$ cat src/rtl/epfc_pkg.sv
// Shared constants and types for the four-channel ESC pulse controller.
package epfc_pkg;

  // Default channel count
  localparam int CHANNELS_DEF = 4;

  // Field widths
  localparam int OPCODE_W = 3;
  localparam int MOTOR_W  = 2;
  localparam int PULSE_W  = 16;
  localparam int THR_W    = 16;
  localparam int HOLD_W   = 26;
  localparam int REG_W    = 3;

  // Command opcodes
  localparam logic [OPCODE_W-1:0] OP_TICK      = 3'd0;
  localparam logic [OPCODE_W-1:0] OP_SET_PULSE = 3'd1;
  localparam logic [OPCODE_W-1:0] OP_SET_THR   = 3'd2;
  localparam logic [OPCODE_W-1:0] OP_ARM       = 3'd3;
  localparam logic [OPCODE_W-1:0] OP_DISARM    = 3'd4;
  localparam logic [OPCODE_W-1:0] OP_STOP      = 3'd5;
  localparam logic [OPCODE_W-1:0] OP_CAL       = 3'd6;

  // Configuration register indexes
  localparam logic [REG_W-1:0] REG_PERIOD   = 3'd0;
  localparam logic [REG_W-1:0] REG_MIN      = 3'd1;
  localparam logic [REG_W-1:0] REG_MAX      = 3'd2;
  localparam logic [REG_W-1:0] REG_IDLE     = 3'd3;
  localparam logic [REG_W-1:0] REG_ARM      = 3'd4;
  localparam logic [REG_W-1:0] REG_ARM_HOLD = 3'd5;
  localparam logic [REG_W-1:0] REG_CAL_HOLD = 3'd6;

  // Register reset values
  localparam logic [PULSE_W-1:0] PERIOD_RST   = 16'd2499;
  localparam logic [PULSE_W-1:0] MIN_RST      = 16'd1000;
  localparam logic [PULSE_W-1:0] MAX_RST      = 16'd2000;
  localparam logic [PULSE_W-1:0] IDLE_RST     = 16'd1000;
  localparam logic [PULSE_W-1:0] ARM_RST      = 16'd700;
  localparam logic [HOLD_W-1:0]  ARM_HOLD_RST = 26'd2000000;
  localparam logic [HOLD_W-1:0]  CAL_HOLD_RST = 26'd3000000;
  localparam logic [PULSE_W-1:0] COMPARE_RST  = 16'd1000;

  // Q12 full-scale throttle
  localparam logic [12:0] Q12_ONE = 13'd4096;

  // Sequence phase
  typedef enum logic [3:0] {
    PH_NONE    = 4'b0001,
    PH_ARM     = 4'b0010,
    PH_CAL_MAX = 4'b0100,
    PH_CAL_MIN = 4'b1000
  } phase_t;

endpackage

$ cat src/rtl/epfc_if.sv
// Valid/ready channel interfaces: command, result and configuration write.
interface epfc_cmd_if;
  logic                                valid;
  logic                                ready;
  logic [epfc_pkg::OPCODE_W-1:0]       opcode;
  logic [epfc_pkg::MOTOR_W-1:0]        motor_index;
  logic [epfc_pkg::PULSE_W-1:0]        pulse_width;
  logic signed [epfc_pkg::THR_W-1:0]   throttle_q12;

  modport source (output valid, opcode, motor_index, pulse_width, throttle_q12, input ready);
  modport sink   (input valid, opcode, motor_index, pulse_width, throttle_q12, output ready);
endinterface

interface epfc_res_if #(
  parameter int CHANNELS = epfc_pkg::CHANNELS_DEF
);
  logic                valid;
  logic                ready;
  logic [CHANNELS-1:0] pwm_levels;
  logic                armed;
  logic                busy_res;
  logic                accepted;

  modport source (output valid, pwm_levels, armed, busy_res, accepted, input ready);
  modport sink   (input valid, pwm_levels, armed, busy_res, accepted, output ready);
endinterface

interface epfc_cfg_if;
  logic                          valid;
  logic                          ready;
  logic [epfc_pkg::REG_W-1:0]    index;
  logic [epfc_pkg::HOLD_W-1:0]   data;

  modport source (output valid, index, data, input ready);
  modport sink   (input valid, index, data, output ready);
endinterface

$ cat src/rtl/esc_pwm_four_channel_controller_top.sv
// ESC pulse controller: shared PWM counter, compare preload, arm and calibration sequencing.
//
// Usage:
//   cmd : one command beat per item (tick, set pulse, set throttle, arm, disarm,
//         stop all, calibrate). A tick beat advances the PWM counter by one.
//   res : exactly one result beat per command beat, in order: channel levels,
//         armed, busy and whether the command took effect.
//   cfg : register writes (period, pulse limits, hold times); always ready.
//         Write only while no result is outstanding.
// Result: a beat's result is registered in the output register, or in the skid
//   register while it is held. Throughput: one command per cycle while cmd.ready
//   is high, set by the single registered update of counter, compares, sequencer.
// Stall: a two-entry output stage (output register plus skid register) lets a
//   command be taken while one result waits; cmd.ready drops only when both
//   entries are full, and results are held until res.ready.
// Reset: registers return to their defaults, all compares to 1000 ticks,
//   counter and hold timer to zero, disarmed, no sequence, no results held.
module esc_pwm_four_channel_controller_top #(
  parameter int CHANNELS = epfc_pkg::CHANNELS_DEF
) (
  input  logic    clk,
  input  logic    rst,
  epfc_cmd_if.sink      cmd,
  epfc_res_if.source    res,
  epfc_cfg_if.sink      cfg
);

  localparam int PW = epfc_pkg::PULSE_W;
  localparam int HW = epfc_pkg::HOLD_W;

  // Configuration registers
  logic [PW-1:0] period_ticks;
  logic [PW-1:0] min_pulse;
  logic [PW-1:0] max_pulse;
  logic [PW-1:0] idle_pulse;
  logic [PW-1:0] arm_pulse;
  logic [HW-1:0] arm_hold_ticks;
  logic [HW-1:0] cal_hold_ticks;

  // Controller state
  logic [PW-1:0]          tick_count, tick_count_next;
  logic [PW-1:0]          pending_compare [CHANNELS];
  logic [PW-1:0]          pending_compare_next [CHANNELS];
  logic [PW-1:0]          active_compare [CHANNELS];
  logic [PW-1:0]          active_compare_next [CHANNELS];
  logic                   armed_flag, armed_flag_next;
  epfc_pkg::phase_t       phase, phase_next;
  logic [HW-1:0]          hold_count, hold_count_next;

  // Output stage
  logic                   out_valid;
  logic [CHANNELS-1:0]    out_levels;
  logic                   out_armed;
  logic                   out_busy;
  logic                   out_acc;
  logic                   skid_valid;
  logic [CHANNELS-1:0]    skid_levels;
  logic                   skid_armed;
  logic                   skid_busy;
  logic                   skid_acc;

  // Per-beat datapath
  logic                   cmd_beat;
  logic                   res_beat;
  logic                   wrap;
  logic [PW-1:0]          tick_inc;
  logic [HW-1:0]          hold_dec;
  logic                   ch_hit;
  logic [CHANNELS-1:0]    ch_sel;
  logic [PW-1:0]          clamped_pulse;
  logic [12:0]            thr_clip;
  logic [PW-1:0]          span;
  logic [28:0]            thr_prod;
  logic [PW:0]            thr_sum;
  logic [PW-1:0]          thr_pulse;
  logic                   acc_cmd;
  logic [CHANNELS-1:0]    levels_next;

  assign cmd_beat  = cmd.valid && cmd.ready;
  assign res_beat  = out_valid && res.ready;
  assign cmd.ready = !skid_valid;
  assign cfg.ready = 1'b1;

  // Write configuration registers
  always_ff @(posedge clk) begin
    if (rst) begin
      period_ticks   <= epfc_pkg::PERIOD_RST;
      min_pulse      <= epfc_pkg::MIN_RST;
      max_pulse      <= epfc_pkg::MAX_RST;
      idle_pulse     <= epfc_pkg::IDLE_RST;
      arm_pulse      <= epfc_pkg::ARM_RST;
      arm_hold_ticks <= epfc_pkg::ARM_HOLD_RST;
      cal_hold_ticks <= epfc_pkg::CAL_HOLD_RST;
    end else if (cfg.valid && cfg.ready) begin
      case (cfg.index)
        epfc_pkg::REG_PERIOD:   period_ticks   <= cfg.data[PW-1:0];
        epfc_pkg::REG_MIN:      min_pulse      <= cfg.data[PW-1:0];
        epfc_pkg::REG_MAX:      max_pulse      <= cfg.data[PW-1:0];
        epfc_pkg::REG_IDLE:     idle_pulse     <= cfg.data[PW-1:0];
        epfc_pkg::REG_ARM:      arm_pulse      <= cfg.data[PW-1:0];
        epfc_pkg::REG_ARM_HOLD: arm_hold_ticks <= cfg.data;
        epfc_pkg::REG_CAL_HOLD: cal_hold_ticks <= cfg.data;
        default: ;
      endcase
    end
  end

  // Counter, hold timer and channel select
  assign wrap     = tick_count >= period_ticks;
  assign tick_inc = tick_count + PW'(1);
  assign hold_dec = (hold_count != '0) ? hold_count - HW'(1) : '0;

  always_comb begin
    for (int i = 0; i < CHANNELS; i++) begin
      ch_sel[i] = (32'(cmd.motor_index) == i);
    end
  end
  assign ch_hit = |ch_sel;

  // Clamp a requested pulse: the lower bound wins
  assign clamped_pulse = (cmd.pulse_width < min_pulse) ? min_pulse :
                         (cmd.pulse_width > max_pulse) ? max_pulse : cmd.pulse_width;

  // Map Q12 throttle into the min..max window
  always_comb begin
    if (cmd.throttle_q12[epfc_pkg::THR_W-1]) begin
      thr_clip = '0;
    end else if (cmd.throttle_q12[14:12] != 3'd0) begin
      thr_clip = epfc_pkg::Q12_ONE;
    end else begin
      thr_clip = {1'b0, cmd.throttle_q12[11:0]};
    end
  end
  assign span      = (max_pulse > min_pulse) ? max_pulse - min_pulse : '0;
  assign thr_prod  = 29'(thr_clip) * 29'(span);
  assign thr_sum   = {1'b0, min_pulse} + thr_prod[28:12];
  assign thr_pulse = thr_sum[PW-1:0];

  // Next state for one command beat
  always_comb begin
    tick_count_next      = tick_count;
    active_compare_next  = active_compare;
    pending_compare_next = pending_compare;
    armed_flag_next      = armed_flag;
    phase_next           = phase;
    hold_count_next      = hold_count;
    acc_cmd              = 1'b0;
    if (cmd.opcode == epfc_pkg::OP_TICK) begin
      // Advance the counter; load compares at the wrap
      if (wrap) begin
        tick_count_next     = '0;
        active_compare_next = pending_compare;
      end else begin
        tick_count_next = tick_inc;
      end
      // Advance a running sequence
      if (phase != epfc_pkg::PH_NONE) begin
        hold_count_next = hold_dec;
        if (hold_dec == '0) begin
          case (phase)
            epfc_pkg::PH_ARM: begin
              for (int i = 0; i < CHANNELS; i++) pending_compare_next[i] = idle_pulse;
              armed_flag_next = 1'b1;
              phase_next      = epfc_pkg::PH_NONE;
            end
            epfc_pkg::PH_CAL_MAX: begin
              for (int i = 0; i < CHANNELS; i++) pending_compare_next[i] = min_pulse;
              hold_count_next = cal_hold_ticks;
              phase_next      = epfc_pkg::PH_CAL_MIN;
            end
            epfc_pkg::PH_CAL_MIN: begin
              for (int i = 0; i < CHANNELS; i++) pending_compare_next[i] = idle_pulse;
              phase_next = epfc_pkg::PH_NONE;
            end
            default: ;
          endcase
        end
      end
    end else if (phase == epfc_pkg::PH_NONE) begin
      case (cmd.opcode)
        epfc_pkg::OP_SET_PULSE: begin
          if (armed_flag && ch_hit) begin
            for (int i = 0; i < CHANNELS; i++) begin
              if (ch_sel[i]) pending_compare_next[i] = clamped_pulse;
            end
            acc_cmd = 1'b1;
          end
        end
        epfc_pkg::OP_SET_THR: begin
          if (armed_flag && ch_hit) begin
            for (int i = 0; i < CHANNELS; i++) begin
              if (ch_sel[i]) pending_compare_next[i] = thr_pulse;
            end
            acc_cmd = 1'b1;
          end
        end
        epfc_pkg::OP_ARM: begin
          for (int i = 0; i < CHANNELS; i++) pending_compare_next[i] = arm_pulse;
          hold_count_next = arm_hold_ticks;
          phase_next      = epfc_pkg::PH_ARM;
          acc_cmd         = 1'b1;
        end
        epfc_pkg::OP_DISARM: begin
          for (int i = 0; i < CHANNELS; i++) pending_compare_next[i] = idle_pulse;
          armed_flag_next = 1'b0;
          acc_cmd         = 1'b1;
        end
        epfc_pkg::OP_STOP: begin
          for (int i = 0; i < CHANNELS; i++) pending_compare_next[i] = idle_pulse;
          acc_cmd = 1'b1;
        end
        epfc_pkg::OP_CAL: begin
          for (int i = 0; i < CHANNELS; i++) pending_compare_next[i] = max_pulse;
          hold_count_next = cal_hold_ticks;
          phase_next      = epfc_pkg::PH_CAL_MAX;
          acc_cmd         = 1'b1;
        end
        default: ;
      endcase
    end
  end

  // Channel levels after this beat
  always_comb begin
    for (int i = 0; i < CHANNELS; i++) begin
      levels_next[i] = tick_count_next < active_compare_next[i];
    end
  end

  // Commit state on a command beat
  always_ff @(posedge clk) begin
    if (rst) begin
      tick_count <= '0;
      for (int i = 0; i < CHANNELS; i++) begin
        pending_compare[i] <= epfc_pkg::COMPARE_RST;
        active_compare[i]  <= epfc_pkg::COMPARE_RST;
      end
      armed_flag <= 1'b0;
      phase      <= epfc_pkg::PH_NONE;
      hold_count <= '0;
    end else if (cmd_beat) begin
      tick_count      <= tick_count_next;
      pending_compare <= pending_compare_next;
      active_compare  <= active_compare_next;
      armed_flag      <= armed_flag_next;
      phase           <= phase_next;
      hold_count      <= hold_count_next;
    end
  end

  // Output register and skid register control
  always_ff @(posedge clk) begin
    if (rst) begin
      out_valid  <= 1'b0;
      skid_valid <= 1'b0;
    end else if (res_beat) begin
      if (skid_valid) begin
        skid_valid <= 1'b0;
      end else begin
        out_valid <= cmd_beat;
      end
    end else if (cmd_beat) begin
      if (out_valid) begin
        skid_valid <= 1'b1;
      end else begin
        out_valid <= 1'b1;
      end
    end
  end

  // Result payloads: refill from skid or load the new beat
  always_ff @(posedge clk) begin
    if (res_beat && skid_valid) begin
      out_levels <= skid_levels;
      out_armed  <= skid_armed;
      out_busy   <= skid_busy;
      out_acc    <= skid_acc;
    end else if (cmd_beat && (res_beat || !out_valid)) begin
      out_levels <= levels_next;
      out_armed  <= armed_flag_next;
      out_busy   <= (phase_next != epfc_pkg::PH_NONE);
      out_acc    <= acc_cmd;
    end
    if (cmd_beat && out_valid && !res_beat) begin
      skid_levels <= levels_next;
      skid_armed  <= armed_flag_next;
      skid_busy   <= (phase_next != epfc_pkg::PH_NONE);
      skid_acc    <= acc_cmd;
    end
  end

  assign res.valid      = out_valid;
  assign res.pwm_levels = out_levels;
  assign res.armed      = out_armed;
  assign res.busy_res   = out_busy;
  assign res.accepted   = out_acc;

  // Skid register is only filled behind a full output register
  a_skid_behind_out: assert property (@(posedge clk) disable iff (rst)
    skid_valid |-> out_valid)
    else $error("skid register holds a result while the output register is empty");

  // Armed is set only by the end of the arm hold
  a_armed_from_arm: assert property (@(posedge clk) disable iff (rst)
    $rose(armed_flag) |-> ($past(phase) == epfc_pkg::PH_ARM))
    else $error("armed set outside the arm sequence");

  // Hold timer is clear whenever no sequence runs
  a_idle_hold_clear: assert property (@(posedge clk) disable iff (rst)
    (phase == epfc_pkg::PH_NONE) |-> (hold_count == '0))
    else $error("hold timer nonzero with no sequence running");

endmodule

$ cat src/flat_wrapper.sv
// flat-port wrapper written by rule: the top's interface ports become plain ports
module esc_pwm_four_channel_controller_top_flat 
#(
  parameter int CHANNELS = epfc_pkg::CHANNELS_DEF
)
  (clk, rst, cmd_valid, cmd_opcode, cmd_motor_index, cmd_pulse_width, cmd_throttle_q12, cmd_ready, res_valid, res_pwm_levels, res_armed, res_busy_res, res_accepted, res_ready, cfg_valid, cfg_index, cfg_data, cfg_ready);
  epfc_cmd_if cmd_i ();
  epfc_res_if #(.CHANNELS(CHANNELS)) res_i ();
  epfc_cfg_if cfg_i ();
  input  logic clk;
  input  logic rst;
  input wire logic [$bits(cmd_i.valid)-1:0] cmd_valid;
  input wire logic [$bits(cmd_i.opcode)-1:0] cmd_opcode;
  input wire logic [$bits(cmd_i.motor_index)-1:0] cmd_motor_index;
  input wire logic [$bits(cmd_i.pulse_width)-1:0] cmd_pulse_width;
  input wire logic [$bits(cmd_i.throttle_q12)-1:0] cmd_throttle_q12;
  output wire logic [$bits(cmd_i.ready)-1:0] cmd_ready;
  output wire logic [$bits(res_i.valid)-1:0] res_valid;
  output wire logic [$bits(res_i.pwm_levels)-1:0] res_pwm_levels;
  output wire logic [$bits(res_i.armed)-1:0] res_armed;
  output wire logic [$bits(res_i.busy_res)-1:0] res_busy_res;
  output wire logic [$bits(res_i.accepted)-1:0] res_accepted;
  input wire logic [$bits(res_i.ready)-1:0] res_ready;
  input wire logic [$bits(cfg_i.valid)-1:0] cfg_valid;
  input wire logic [$bits(cfg_i.index)-1:0] cfg_index;
  input wire logic [$bits(cfg_i.data)-1:0] cfg_data;
  output wire logic [$bits(cfg_i.ready)-1:0] cfg_ready;
  assign cmd_i.valid = cmd_valid;
  assign cmd_i.opcode = cmd_opcode;
  assign cmd_i.motor_index = cmd_motor_index;
  assign cmd_i.pulse_width = cmd_pulse_width;
  assign cmd_i.throttle_q12 = cmd_throttle_q12;
  assign cmd_ready = cmd_i.ready;
  assign res_valid = res_i.valid;
  assign res_pwm_levels = res_i.pwm_levels;
  assign res_armed = res_i.armed;
  assign res_busy_res = res_i.busy_res;
  assign res_accepted = res_i.accepted;
  assign res_i.ready = res_ready;
  assign cfg_i.valid = cfg_valid;
  assign cfg_i.index = cfg_index;
  assign cfg_i.data = cfg_data;
  assign cfg_ready = cfg_i.ready;
  esc_pwm_four_channel_controller_top #(.CHANNELS(CHANNELS)) u_core (.clk(clk), .rst(rst), .cmd(cmd_i), .res(res_i), .cfg(cfg_i));
endmodule
$ cat config.mk
export PLATFORM = sky130hd
export DESIGN_NAME = esc_pwm_four_channel_controller_top_flat
export DESIGN_NICKNAME = d
export VERILOG_FILES = /design/src/rtl/epfc_pkg.sv /design/src/rtl/epfc_if.sv /design/src/rtl/esc_pwm_four_channel_controller_top.sv /design/src/flat_wrapper.sv
export SDC_FILE = /design/constraint.sdc
export NUM_CORES = 2
export LEC_CHECK = 0
export ABC_AREA = 1
export BUFFER_PORTS_ARGS = -buffer_cell sky130_fd_sc_hd__buf_2
export CORE_MARGIN = 8
export CORE_UTILIZATION = 60
export DETAILED_ROUTE_END_ITERATION = 7
export PLACE_DENSITY_LB_ADDON = 0.25
export REMOVE_ABC_BUFFERS = 1
export SYNTH_ARGS = -nofsm -noshare
export SYNTH_HDL_FRONTEND = slang
export SYNTH_SLANG_ARGS = --single-unit
$ cat constraint.sdc
create_clock -name clk -period 10.29 [get_ports clk]
set_clock_uncertainty 0.15 [all_clocks]
set_input_delay 2.058 -clock clk [delete_from_list [all_inputs] [get_ports clk]]
set_output_delay 2.058 -clock clk [all_outputs]
set_load 0.01 [all_outputs]
==> impl_metrics.tcl <==
set metrics [dict create \
    outcome "finished, final reports clean" \
    clock-root-buffer "clkbuf_16" \
    drive_above_1_share_pct 7.84 \
    cts.sink_count 323 \
    clock_path_buffers 3 \
    power_frac_clock_pct 34.6 \
    fin_cells 4047 \
    grt_pass1_wl_mm 128 \
    synth-seq-cells 323 \
    wirelength_mm 80.0 \
    p_comb_share_pct 30.1 \
    cp.depth 36 \
    antenna_found_initial 3 \
    switching_share_pct 35.6 \
    synth_common_cells "nand2_1 (663), inv_1 (492), nor2_1 (369)" \
    yosys.area.top_type_share_pct 24.2 \
    setup_violations 0 \
    firstDrtPassIters 6 \
    rrSetupSlack_ps 700 \
    die_width_um 222 \
    final_max_slew_viol_count 0 \
    ctsResizeCount 0 \
    yosysMostFrequentCell "nand2_1" \
    fp.dieH_um 222 \
    reg2reg_depth 41 \
    placed_area_um2 26400 \
    syn-mean-instance-area_um2 7.38 \
    cts_tree "built" \
    critical_path.max_fanout 11 \
    synth_area_leader_cell "dfxtp_1" \
    syn_inst 3463 \
    synth_cell_types 64 \
    fin_util_pct 65.9 \
    worstPathArrival_ps 9930 \
    worstMarginPinSlew_ps 1210 \
    rsz0062_at_grt "no" \
    post_cts_buffers 0 \
    power.density_nw_per_um2 144 \
    rr_startpoint "u_core.min_pulse[12]" \
    synth_flop_cell "dfxtp_1" \
    dp_cells 3982 \
    dieArea_um2 49400 \
    postCtsHoldBufs 0 \
    setup_tns_ps 0 \
    ios 81 \
    slew_headroom_pct 19.2 \
    period_minus_slack_ps 9620 \
    fin_area_um2 27600 \
    hold_class "reg -> reg" \
    clk_latency_ps 550 \
    clock.fmax_mhz 104 \
    cts-htree-levels 2 \
    ys_top_cells_by_area "dfxtp_1 (24%), fa_1 (12%), ha_1 (10%)" \
    ir_drop_uv 125 \
    numPortBuffers 79 \
    wl_per_cell_um 19.8 \
    drtAntennaViolNets 0 \
    critPathBufInv 8 \
    vias 24100 \
    numCtsBuffers 36 \
    clk_pin_slew_ps 60 \
    initial_core_util_pct 60.9 \
    grt_usage_pct 31.9 \
    r2r-end "u_core.pending_compare[46]" \
    gp_congestion 1.03 \
    syn2layout_area_growth_pct 8.15 \
    dp_hpwl_mm 60.2 \
    power_frac_seq_pct 35.3 \
    cp.required_ps 10600 \
    crit_family "adder cells" \
    grt_pass1_vias 23700 \
    grt_overflow 0 \
    nets 3915 \
    grt_max_degree 106 \
    critical-path-slowest-cell "fa_1" \
    crit_path_start_kind "input port" \
    synth_edf_count 14 \
    max_stage_delay_ps 540 \
    cp-startpoint "cmd_throttle_q12[13]" \
    coreArea_um2 41900 \
    cp-end-kind "register" \
    rows 75 \
    crit_end "u_core.pending_compare[46]" \
    p_sw_mw 1.41 \
    route.detailed.drc 0 \
    p_int_mw 2.56 \
    fill_cells 3746 \
    drv_cap 0 \
    synth_warnings 0 \
    power_leakage_nw 13.9 \
    synthArstFlopShare_pct 0 \
    viasPerCell 5.95 \
    hold_viol 0 \
    finalCritPeriodShare_pct 93.5 \
    seq_area_frac_synth_pct 25.9 \
    drtIter0Drc 2637 \
    netlist_area_um2 25500 \
    critPathKind "in -> reg" \
]
[through the flow]
step	hold WS, ps	total power, mW	setup WS [ps]
after floorplan	275	2.20	1270
after global placement	290	2.56	403
after detailed placement	298	2.58	170
after CTS	312	3.95	687
after global routing	333	4.16	15.1
final	313	3.97	671
[metal layers]
metal  vias to the layer above  global-route usage (%)  wire length (um)
met5                         -                       0                13
met4                         2                    11.4              2900
met3                       179                    6.48              7350
met2                      1039                    49.8             35000
met1                     11500                    43.5             34800
li1                      11400                       -                 -
[worst reg2reg max path, delay by kind of cell, from the launching register on]
family | cells | cell delay (ps)
AO/OA/AOI/OAI | 8 | 1330
AND/OR/NAND/NOR | 15 | 2450
XOR/XNOR | 2 | 330
flip-flops | 1 | 460
buffers and inverters | 8 | 1090
adder cells (fa/ha/maj) | 8 | 3710
[worst min path at each step]
stage / startpoint / end / slack [ps] / cells after the start
after CTS: u_core.arm_pulse[9] / u_core.arm_pulse[9] / 310 / 2
final: u_core.period_ticks[13] / u_core.period_ticks[13] / 310 / 2
after global placement: u_core.arm_hold_ticks[7] / u_core.arm_hold_ticks[7] / 290 / 2
after floorplan: u_core.arm_pulse[3] / u_core.arm_pulse[3] / 270 / 2
after detailed placement: u_core.arm_hold_ticks[17] / u_core.arm_hold_ticks[17] / 300 / 2
after global routing: u_core.pending_compare[3] / u_core.pending_compare[3] / 330 / 2
[cell families (layout without fill, tap and decap cells)]
group           Yosys count  after routing  share of synthesized area [%]
simple gates           1264           1264                           20.6
compound gates          762            762                           17.6
buf+inv                 650            694                           9.90
fa+ha+maj               363            363                           22.3
flops                   323            323                           25.9
mux                      60             60                           2.35
xor+xnor                 40             40                           1.37
other cells               1              2                         0.0147
[cell usage in the layout (no fill, tap or decap), drive strengths merged, types with 22 or more instances in the layout]
master,netlist,layout
a21oi,223,223
dfxtp,309,309
nor3,28,28
mux2i,60,60
a31oi,48,48
xor2,27,27
o211ai,104,104
fa,154,154
ha,209,209
buf,39,124
nor2,384,384
clkbuf,105,45
nand2,672,672
nand4,22,22
inv,499,496
o21ai,304,304
nand3,135,135
[sequential cells by signal, summed over array words and instances, names as in the netlist, 16 cells and up]
name	flops
u_core.active_compare	64
u_core.pending_compare	64
u_core.arm_hold_ticks	26
u_core.cal_hold_ticks	26
u_core.hold_count	26
u_core.arm_pulse	16
u_core.idle_pulse	16
u_core.max_pulse	16
u_core.min_pulse	16
u_core.period_ticks	16
u_core.tick_count	16
[final cells by class]
class / instances / area [um^2] / share of cell area [%]
Antenna cell: 1 / 2.50 / 0.00906
Clock buffer: 45 / 976 / 3.53
Clock inverter: 19 / 264 / 0.956
Inverter: 506 / 1920 / 6.94
Multi-Input combinational cell: 2490 / 16500 / 59.6
Sequential cell: 323 / 6610 / 23.9
Tap cell: 539 / 674 / 2.44
Timing Repair Buffer: 124 / 733 / 2.65
[power groups by stage]
stage,clock (mW),sequential [mW],combinational [mW]
finish,1.37,1.40,1.20
CTS,1.38,1.40,1.17
floorplan,0,1.41,0.794
global placement,0,1.42,1.13
detailed placement,0,1.42,1.16
global route,1.43,1.41,1.33
Note: power is estimated with default switching activity, not from simulation.
